[config.mk]
export PLATFORM = sky130hd
export DESIGN_NAME = pn3d_queue
export DESIGN_NICKNAME = d
export VERILOG_FILES = /design/src/hdl/pn3d_pkg.sv /design/src/hdl/pn3d_queue.sv
export SDC_FILE = /design/constraint.sdc
export NUM_CORES = 1
export LEC_CHECK = 0
export BUFFER_PORTS_ARGS = -buffer_cell sky130_fd_sc_hd__buf_4
export CORE_ASPECT_RATIO = 1.2
export CORE_MARGIN = 1.5
export CORE_UTILIZATION = 51
export DETAILED_ROUTE_END_ITERATION = 8
export PLACE_DENSITY = 0.8
export SLEW_MARGIN = 10
export SYNTH_ARGS = -nofsm -noshare
export SYNTH_HDL_FRONTEND = slang
export SYNTH_SLANG_ARGS = --single-unit
[constraint.sdc]
create_clock -name clk -period 3.02 [get_ports clk]
set_clock_uncertainty 0.1 [all_clocks]
set_input_delay 0.302 -clock clk [delete_from_list [all_inputs] [get_ports clk]]
set_output_delay 0.302 -clock clk [all_outputs]
set_load 0.005 [all_outputs]
[src/hdl/pn3d_pkg.sv]
`timescale 1ns / 1ps
// ----------------------------------------------------------------------------
// pn3d_pkg
// Shared types, widths and helpers of the 3D gradient noise block.
// ----------------------------------------------------------------------------
package pn3d_pkg;

  localparam int FRAC_BITS  = 16;
  localparam int OUT_BITS   = 16;
  localparam int COORD_BITS = 24;
  localparam int CELL_BITS  = 8;
  localparam int NOISE_BITS = 16;
  localparam int HASH_BITS  = 4;
  localparam int CORNERS    = 8;

  localparam int QUEUE_DEPTH = 4;
  localparam int QPTR_BITS   = $clog2(QUEUE_DEPTH);

  typedef enum logic {
    CMD_WRITE = 1'b0,
    CMD_EVAL  = 1'b1
  } cmd_t;

  typedef logic [FRAC_BITS-1:0] frac_t;

  // One evaluation request after hashing: the low hash bits of all eight
  // corners and the three fractions inside the cell.
  typedef struct packed {
    logic [CORNERS-1:0][HASH_BITS-1:0] hash;
    frac_t fx;
    frac_t fy;
    frac_t fz;
  } q_entry_t;

  function automatic logic [CELL_BITS-1:0] cell_of(logic [COORD_BITS-1:0] c);
    logic [COORD_BITS+CELL_BITS-1:0] e;
    e = (COORD_BITS+CELL_BITS)'(c);
    return e[FRAC_BITS +: CELL_BITS];
  endfunction

  function automatic frac_t frac_of(logic [COORD_BITS-1:0] c);
    return c[FRAC_BITS-1:0];
  endfunction

endpackage

[src/hdl/pn3d_queue.sv]
`timescale 1ns / 1ps
// ----------------------------------------------------------------------------
// pn3d_queue
// Short FIFO of hashed requests between the hashing and blending parts.
// ----------------------------------------------------------------------------
module pn3d_queue import pn3d_pkg::*; (
  input  logic     clk,
  input  logic     rst,
  input  logic     push,
  input  q_entry_t push_data,
  input  logic     pop,
  output q_entry_t head,
  output logic     empty,
  output logic     full
);

  q_entry_t             entries [QUEUE_DEPTH];
  logic [QPTR_BITS-1:0] wptr, rptr;
  logic [QPTR_BITS:0]   count;

  assign empty = (count == '0);
  assign full  = (count == (QPTR_BITS+1)'(QUEUE_DEPTH));
  assign head  = entries[rptr];

  always_ff @(posedge clk) begin
    if (rst) begin
      wptr  <= '0;
      rptr  <= '0;
      count <= '0;
    end else begin
      if (push) begin
        wptr <= wptr + 1'b1;
      end
      if (pop) begin
        rptr <= rptr + 1'b1;
      end
      if (push && !pop) begin
        count <= count + 1'b1;
      end else if (pop && !push) begin
        count <= count - 1'b1;
      end
    end
  end

  always_ff @(posedge clk) begin
    if (push) begin
      entries[wptr] <= push_data;
    end
  end

endmodule

[Yosys cells after proc, flatten, opt, wreduce, memory -nomap -nowiden]
Memories as Yosys holds them, arrays and structs flattened. A register that Yosys moved wholly into a read port is not among the register bits.
Index checks and enable logic that the tools add are counted.
Word-level totals
  register bits after elaboration: 7
  RAM bits: 320
  input bits: 84
  output and inout bits: 82
  logic and storage cells: 21
  memories: 1
Memories
  entries: depth 4, bits a word 80, read ports 1, clocked after Yosys merged registers in 1, wr ports 1, line pn3d_queue.sv:17  | q_entry_t entries [QUEUE_DEPTH];
Operators by class
  add/sub/neg operators: 4
  equality and inequality tests: 1
  muxes and demuxes: 6
  reduce and logical (&&, ||, !) cells: 6
Operator list (number)
  $mux 3: 2
  $add 2x1->2 const B: 2
  $mux 2: 2
  $add 3x1->3 const B: 1
  $eq 3x3->1 const B: 1
  $logic_not 3->1: 1
  $sub 3x1->3 const B: 1
  $logic_and 1x1->1: 2
  $logic_not 1->1: 2
  $mux 1: 2
  $reduce_bool 2->1: 1

[Longest topological paths before layout]
Gate-level depths: netlist of the first run.
  depth in word-level cells: 4
  depth in mapped cells: 7
  mapped depth without buffers: 7

[Worst setup path before layout of the first run]
Ideal clock, no wire load.
  kind: register to register
  start: reg wptr[0]
  end: mem entries[0][0] in the netlist's numbering, enable pin
  library setup time: 0.447 ns
  arrival time: 2.406 ns
  required time: 2.473 ns
  path slack: 0.067 ns
  cell stages (with the launch flop): 4
  buffers on the path: 0
  clock period less this slack: 2.953 ns
  cells stage by stage: dfxtp_1 -> inv_1 -> ha_1 -> and2_1
RTL lines
  start, declared: line pn3d_queue.sv:18  | logic [QPTR_BITS-1:0] wptr, rptr;
  start signal, assigned: line pn3d_queue.sv:32  | wptr <= wptr + 1'b1;
  end, declared: line pn3d_queue.sv:17
No word-level cell before the write port.

==> flow_summary.rst, run 1 <==
.. list-table::
   :header-rows: 1

   * - Metric
     - Value
   * - Relative contribution of the clock network to total power
     - 37.7%
   * - CP Capture Point
     - head[74]
   * - Post-synthesis sequential area ratio
     - 81.20%
   * - Maximum ir drop on the vdd rail
     - 0.4810 mV
   * - Worst reg2reg endpoint
     - entries[2][37]$_DFFE_PP_
   * - Number of buffer and inverter stages on the critical path
     - 2
   * - Antenna violations before repair
     - 1
   * - Post-Place Worst Slack
     - 949.6 ps
   * - Avg Cell Area, Syn
     - 26.09 µm²
   * - Commonest non-fill, non-tap cells in the layout
     - sky130_fd_sc_hd__edfxtp_1, sky130_fd_sc_hd__buf_4, sky130_fd_sc_hd__dlygate4sd3_1
   * - Least-Margin Pin Slew
     - 668.2 ps
   * - Clock Sink Count
     - 329
   * - Fill count
     - 1489
   * - Die extent in y
     - 171.4 µm
   * - Residual DRC count
     - 0
   * - Iteration-0 DRC Markers
     - 356
   * - Worst R2R Path Depth
     - 4
   * - Count of cells resized by post-cts repair
     - 0
   * - DP Wirelength
     - 12960 µm
   * - Kind of capture point of the worst setup path
     - output pin
   * - Buffer cell driving the clock tree root
     - sky130_fd_sc_hd__clkbuf_16
   * - Number of instances on the worst hold path
     - 3
   * - Cell area after technology mapping
     - 0.01206 mm²
   * - Post-Layout Cell Count
     - 1078
   * - Vias
     - 5770
   * - Initial Util
     - 51.96%
   * - Instance count of the mapped netlist
     - 462
   * - Worst Path Required
     - 2620 ps
   * - Startpoint class of the critical path
     - register
   * - Switching power total
     - 2.166 mW
   * - Max Fclk
     - 389.2 MHz
   * - Final net count
     - 827
   * - Multi-input combinational cell area
     - 0.002042 mm²
   * - Floorplan core area
     - 0.02320 mm²
   * - Overall power after layout
     - 10.31 mW
   * - Outcome
     - finished, final reports clean
   * - Number of input and output port buffers inserted
     - 165
   * - Synth-to-layout area growth
     - 28.76%
   * - Endpoint arrival time on the critical path
     - 2170 ps
   * - Combinational share of power
     - 10.7%
   * - Maximum number of buffers from clock root to sink
     - 3
   * - R2R Setup Slk
     - 1240 ps
   * - Die Footprint
     - 0.02457 mm²
   * - Share of final-layout standard cells stronger than drive strength 1
     - 40.42%
   * - Clock period minus final worst setup slack
     - 2569 ps
   * - Largest fanout of any net on the critical path
     - 43
   * - Crit. path cell count
     - 3
   * - Global-route wire length before repair
     - 33930 µm
   * - Die span in x
     - 143.4 µm
   * - Number of nets in the synthesized netlist
     - 552
   * - Avg WL per Cell
     - 20.78 µm
   * - CP peak stage delay
     - 770 ps
   * - Final setup violation count
     - 0
   * - Number of max-slew violations in the final report
     - 0
   * - Maxcap violations
     - 0
   * - Crit path setup slack, layout
     - 450.9 ps
   * - Hold slack final
     - 34.69 ps
   * - Beginning of the worst register-to-register path
     - wptr[0]$_SDFFE_PP0P_
   * - Top cell type by total area after synthesis
     - sky130_fd_sc_hd__edfxtp_1
   * - Kind of cell adding the most delay to the critical path
     - flip-flops
   * - Placer congestion estimate
     - 0.7162
   * - Number of CTS-inserted buffers
     - 34
   * - Placed cell areas
     - 0.01366 mm²
   * - DP Cell Count
     - 934
   * - Total of flip-flops plus latches after synthesis
     - 329
   * - Largest net degree at the start of global routing
     - 44
   * - Post-detailed-route count of antenna-violating nets
     - 0
   * - Sequential Area
     - 0.009797 mm²
   * - Hold-fix buffers at CTS
     - 82
   * - Area of all placed cells without fillers
     - 0.01552 mm²
   * - Insertion delay to the later sink of the worst-skew pair
     - 500 ps
   * - Internal Dissipation
     - 8.143 mW
   * - Number of rows created at floorplan
     - 61
   * - Setup CP Type
     - reg -> out
   * - Via density
     - 5.353
   * - Top cell type's share of synthesized area
     - 79.71%
   * - H-Tree Level Count
     - 2
   * - Final wirelength
     - 22400 µm
   * - Post-CTS Setup Repair Bufs
     - 0
   * - Leak pwr
     - 5.310 nW
   * - Crit-path slowest cell
     - sky130_fd_sc_hd__dfxtp_4
   * - CTS tree
     - yes
   * - Number of distinct library cell variants in the gate-level netlist after synthesis
     - 22
   * - Final Hold Fails
     - 0
   * - Setup repair after global routing missed its margin
     - no
   * - Total negative slack for setup checks
     - 0 ps
   * - Yosys Warn Count
     - 0
   * - Final worst-path cycle share
     - 85.07%
   * - Dominant cells by area after synthesis
     - sky130_fd_sc_hd__edfxtp_1, sky130_fd_sc_hd__mux4_2, sky130_fd_sc_hd__dfxtp_1, sky130_fd_sc_hd__buf_12, sky130_fd_sc_hd__ha_1
   * - Most common library cell in the layout ignoring fill and taps
     - sky130_fd_sc_hd__edfxtp_1
   * - Overall Global Routing Usage
     - 18.64%
   * - Power Density
     - 664.2 mW/mm²
   * - Clock slew at reported path FFs
     - 60 ps
   * - Overflow left after global routing
     - 0
   * - Share of total power in sequential cells
     - 51.6%
   * - CP cell instances
     - buf_12 > mux4_2 > buf_4
   * - Top-Level Pins
     - 166
   * - Number of global-route vias before repair
     - 6237
   * - Utilization after layout
     - 66.90%
   * - Remaining max-slew budget at the tightest pin
     - 55.45%
   * - First-pass detailed-route iteration total
     - 5
   * - Hold/Removal Path Class
     - in -> reg
   * - Switching share of total power
     - 21.01%
==> flip-flops by register name (all words and copies together), names as in the netlist, named ones only <==
name and flops:
count 3, entries 320, rptr 2, wptr 2
==> logic make-up (layout without fill, tap and decap cells) <==
| kind of cell | after synthesis | in the layout | synth area share (%) |
|---|---|---|---|
| AOI/OAI and AO/OA | 2 | 2 | 0.08295 |
| and+or+nand+nor | 15 | 15 | 0.6123 |
| buffers and inverters | 23 | 323 | 1.941 |
| adders and majority gates | 6 | 6 | 0.6850 |
| muxes | 82 | 82 | 15.11 |
| xor gates and xnor gates | 5 | 5 | 0.3633 |
| other | 0 | 1 | 0 |
| DFF | 329 | 329 | 81.20 |
==> layout make-up <==
class                      count  area share, %
antenna                        1        0.01612
timing repair buffer         258          14.36
tap                          315          2.539
sequential                   329          63.11
multi-input combinational    110          13.15
clock buffer                  44          5.723
inverter                       4        0.09673
clock inverter                17         0.9915
==> tightest hold or removal path: stages <==
cell	delay, ps
sky130_fd_sc_hd__buf_4	140
sky130_fd_sc_hd__xnor2_1	80
sky130_fd_sc_hd__nor2_1	80
==> per-layer routing <==
layer | routed length (µm) | vias up | track usage (%)
li1 | - | 2527 | -
met1 | 8886 | 2995 | 23.26
met2 | 11610 | 193 | 32.01
met3 | 1209 | 55 | 3.953
met4 | 694 | 0 | 7.498
met5 | 0 | - | 0
==> power by group through the flow <==
stage          logic (mW)  registers, mW  clock network, mW
6_report             1.10           5.32               3.89
5_1_grt              1.18           5.34               4.13
4_1_cts              1.12           5.32               3.97
3_5_place_dp         1.02           5.42                  0
3_3_place_gp        0.991           5.40                  0
2_1_floorplan       0.543           5.39                  0
==> synthesized netlist by cell type <==
master / number
sky130_fd_sc_hd__xor2_1: 3
sky130_fd_sc_hd__nand2_1: 1
sky130_fd_sc_hd__clkbuf_1: 1
sky130_fd_sc_hd__nor3_1: 1
sky130_fd_sc_hd__buf_1: 1
sky130_fd_sc_hd__a21oi_1: 1
sky130_fd_sc_hd__ha_1: 5
sky130_fd_sc_hd__mux4_2: 80
sky130_fd_sc_hd__o21ai_0: 1
sky130_fd_sc_hd__xnor2_1: 2
sky130_fd_sc_hd__nor3b_1: 1
sky130_fd_sc_hd__and2_1: 4
sky130_fd_sc_hd__buf_6: 1
sky130_fd_sc_hd__nor2_1: 7
sky130_fd_sc_hd__inv_1: 4
sky130_fd_sc_hd__buf_2: 8
sky130_fd_sc_hd__or3_1: 1
sky130_fd_sc_hd__fa_1: 1
sky130_fd_sc_hd__buf_12: 8
sky130_fd_sc_hd__dfxtp_1: 9
sky130_fd_sc_hd__mux2i_1: 2
sky130_fd_sc_hd__edfxtp_1: 320
==> worst min-delay path by stage <==
| stage | start | to |
|---|---|---|
| after CTS | push | wptr[0]$_SDFFE_PP0P_ |
| after floorplan | push_data[0] | entries[0][0]$_DFFE_PP_ |
| after global routing | push | wptr[0]$_SDFFE_PP0P_ |
| after global placement | count[2]$_SDFFE_PP0P_ | count[2]$_SDFFE_PP0P_ |
| final | push | wptr[0]$_SDFFE_PP0P_ |
| after detailed placement | push_data[59] | entries[3][59]$_DFFE_PP_ |
(Power assumes the default switching activity.)
==> run 2, diff against run 1 <==
--- a/config.mk
+++ b/config.mk
@@ -8,9 +8,9 @@
 export BUFFER_PORTS_ARGS = -buffer_cell sky130_fd_sc_hd__buf_4
 export CORE_ASPECT_RATIO = 1.2
 export CORE_MARGIN = 1.5
-export CORE_UTILIZATION = 51
+export CORE_UTILIZATION = 25
 export DETAILED_ROUTE_END_ITERATION = 8
-export PLACE_DENSITY = 0.8
+export PLACE_DENSITY = 0.48
 export SLEW_MARGIN = 10
 export SYNTH_ARGS = -nofsm -noshare
 export SYNTH_HDL_FRONTEND = slang
==> run 2 against run 1 <==
Effect of this change:
- worst hold slack improved by 360 ps
- total power grew 3.0%
- global-route usage fell by 8.0 points
- via count decreased by 1.3%
- sequential share of layout area decreased by 2.2 points
- register-to-register slack lost 70 ps
- critical endpoint is now head[62]
- first-iteration DRC count decreased by 38%
- clock power increased by 6.9%
- non-clock buffer count up 12
- fmax down 3.0%
- sequential power about the same
- final cell count increased by 29%
==> flow_summary.rst, run 2 (synthesis results as in run 1) <==
.. list-table::
   :header-rows: 1

   * - Metric
     - Value
   * - Die extent in y
     - 243.6 µm (+42%)
   * - Via density
     - 4.081 (-24%)
   * - Met3 wire length
     - 1317 µm (+8.9%)
   * - Clock slew at reported path FFs
     - 60 ps (about the same)
   * - Vias
     - 5693 (-1.3%)
   * - Largest net degree at the start of global routing
     - 38 (-14%)
   * - Endpoint arrival time on the critical path
     - 2250 ps (+80 ps)
   * - Antenna diodes
     - 0 (-1)
   * - Regs by FF count
     - entries (320), count (3)
   * - Worst R2R Path Depth
     - 4 (unchanged)
   * - Die span in x
     - 203.5 µm (+42%)
   * - Placed cell areas
     - 0.01415 mm² (+3.6%)
   * - Total negative slack for setup checks
     - 0 ps (unchanged)
   * - Number of instances on the worst hold path
     - 2 (-1)
   * - Synth-to-layout area growth
     - 33.45%
   * - Initial Util
     - 25.46% (-26 points)
   * - Flip-flop count of the largest register after layout
     - 320 (unchanged)
   * - Number of input and output port buffers inserted
     - 165 (unchanged)
   * - Met1 wire length
     - 11050 µm (+24%)
   * - Number of rows created at floorplan
     - 87 (+43%)
   * - Global-route wire length before repair
     - 38630 µm (+14%)
   * - Floorplan core area
     - 0.04735 mm² (+100%)
   * - Insertion delay to the later sink of the worst-skew pair
     - 530 ps (+30 ps)
   * - Placer congestion estimate
     - 0.6495 (-9.3%)
   * - Final setup violation count
     - 0 (unchanged)
   * - Largest fanout of any net on the critical path
     - 22 (-49%)
   * - Maximum ir drop on the vdd rail
     - 0.4179 mV (-13%)
   * - Commonest non-fill, non-tap cells in the layout
     - sky130_fd_sc_hd__edfxtp_1, sky130_fd_sc_hd__buf_4, sky130_fd_sc_hd__dlygate4sd3_1
   * - Antenna violations before repair
     - 2 (+1)
   * - Buffer cell driving the clock tree root
     - sky130_fd_sc_hd__clkbuf_16
   * - Remaining max-slew budget at the tightest pin
     - 59.67% (+4.2 points)
   * - Startpoint of the tightest hold check path
     - count[2]$_SDFFE_PP0P_
   * - Clock period minus final worst setup slack
     - 2648 ps (+78.47 ps)
   * - Worst Path Required
     - 2620 ps (about the same)
   * - Most common library cell in the layout ignoring fill and taps
     - sky130_fd_sc_hd__edfxtp_1
   * - Register containing the most flip-flops in the final layout
     - entries
   * - Maximum number of buffers from clock root to sink
     - 3 (unchanged)
   * - Leak pwr
     - 5.397 nW (+1.6%)
   * - CTS tree
     - yes
   * - Hold slack final
     - 397.7 ps (+363.0 ps)
   * - Avg WL per Cell
     - 18.44 µm (-11%)
   * - Beginning of the worst register-to-register path
     - wptr[0]$_SDFFE_PP0P_
   * - Overflow left after global routing
     - 0 (unchanged)
   * - Final worst-path cycle share
     - 87.67% (+2.6 points)
   * - Clock Sink Count
     - 329 (unchanged)
   * - Count of cells resized by post-cts repair
     - 0 (unchanged)
   * - Top-Level Pins
     - 166 (unchanged)
   * - Max Fclk
     - 377.7 MHz (-3.0%)
   * - Share of final-layout standard cells stronger than drive strength 1
     - 40.54% (+0.12 points)
   * - Least-Margin Pin Slew
     - 605.0 ps (-63.30 ps)
   * - Final net count
     - 841 (+1.7%)
   * - Startpoint class of the critical path
     - register
   * - Hold/Removal Path Class
     - reg -> reg
   * - DP Wirelength
     - 15790 µm (+22%)
   * - Total length of routed met2 wires
     - 12730 µm (+9.7%)
   * - Number of global-route vias before repair
     - 6257 (+0.32%)
   * - Max layer used
     - met5
   * - Maxcap violations
     - 0 (unchanged)
   * - Die Footprint
     - 0.04955 mm² (+100%)
   * - Power Density
     - 660.3 mW/mm² (-0.58%)
   * - Number of max-slew violations in the final report
     - 0 (unchanged)
   * - Final Hold Fails
     - 0 (unchanged)
   * - First-pass detailed-route iteration total
     - 4 (-1)
   * - Iteration-0 DRC Markers
     - 222 (-38%)
   * - Final wirelength
     - 25730 µm (+15%)
   * - Number of CTS-inserted buffers
     - 36 (+5.9%)
   * - Kind of capture point of the worst setup path
     - output pin
   * - Area of all placed cells without fillers
     - 0.01609 mm² (+3.6%)
   * - Residual DRC count
     - 0 (unchanged)
   * - Setup CP Type
     - reg -> out
   * - Outcome
     - finished, final reports clean
   * - Overall Global Routing Usage
     - 10.59% (-8.0 points)
   * - Post-detailed-route count of antenna-violating nets
     - 0 (unchanged)
   * - H-Tree Level Count
     - 2 (unchanged)
   * - Setup repair after global routing missed its margin
     - no
-- run 2: changes by cell type in the layout (fill, tap and decap cells not counted) --
cell | previous run | this run
sky130_fd_sc_hd__inv_8 | 1 | 0
sky130_fd_sc_hd__bufinv_16 | 2 | 3
sky130_fd_sc_hd__diode_2 | 1 | 0
sky130_fd_sc_hd__clkbuf_16 | 34 | 37
sky130_fd_sc_hd__clkinv_8 | 1 | 0
sky130_fd_sc_hd__clkinv_1 | 5 | 6
sky130_fd_sc_hd__clkinv_2 | 6 | 0
sky130_fd_sc_hd__inv_6 | 2 | 1
sky130_fd_sc_hd__buf_4 | 169 | 176
sky130_fd_sc_hd__dlygate4sd3_1 | 82 | 84
sky130_fd_sc_hd__buf_12 | 7 | 10
sky130_fd_sc_hd__clkbuf_1 | 10 | 12
-- run 2: critical path: stages, from the launching register on --
cell,delay [ps]
sky130_fd_sc_hd__dfxtp_4,740
sky130_fd_sc_hd__buf_12,250
sky130_fd_sc_hd__mux4_2,540
sky130_fd_sc_hd__buf_4,160
-- run 2: final timing paths --
check	endpoint	slack, ps
min	count[2]$_SDFFE_PP0P_	400
max reg2reg	entries[2][59]$_DFFE_PP_	1170
min reg2reg	count[2]$_SDFFE_PP0P_	400
max	head[62]	370
-- run 2: per-stage QoR --
| stage | setup WS (ps) | util (%) | power, mW | std cells |
|---|---|---|---|---|
| floorplan | 67.18 | - | 5.932 | 462 |
| global placement | 855.1 | 29.89 | 6.506 | 1252 |
| detailed placement | 861.9 | 29.89 | 6.514 | 1252 |
| CTS | 252.3 | 33.98 | 10.84 | 1395 |
| global route | 207.7 | 33.98 | 11.07 | 1395 |
| finish | 372.4 | 33.98 | 10.62 | 1395 |
-- run 2: area by class of cell --
cell class / count / area [µm²]
sequential: 329 / 9797
fill: 4458 / 31260
timing repair buffer: 270 / 2362
tap: 623 / 779.5
clock buffer: 49 / 970.9
multi-input combinational: 110 / 2042
inverter: 4 / 15.01
clock inverter: 10 / 121.4
-- run 2: report_power, final --
| part | switching, mW | internal (mW) | leakage (nW) |
|---|---|---|---|
| registers | 0.0881 | 5.24 | 3.01 |
| logic | 0.477 | 0.656 | 1.86 |
| clock network | 1.67 | 2.49 | 0.526 |
| total | 2.23 | 8.39 | 5.40 |
-- run 2: layer usage --
metal | up-vias | track usage (%)
met5 | - | 0
met4 | 4 | 3.529
met3 | 45 | 3.050
met2 | 136 | 17.81
met1 | 2960 | 13.00
li1 | 2548 | -
-- run 2: timing repair --
action,in CTS,in global routing
endpoints found under the hold margin,329,0
buffers inserted,0,0
hold buffers,84,0
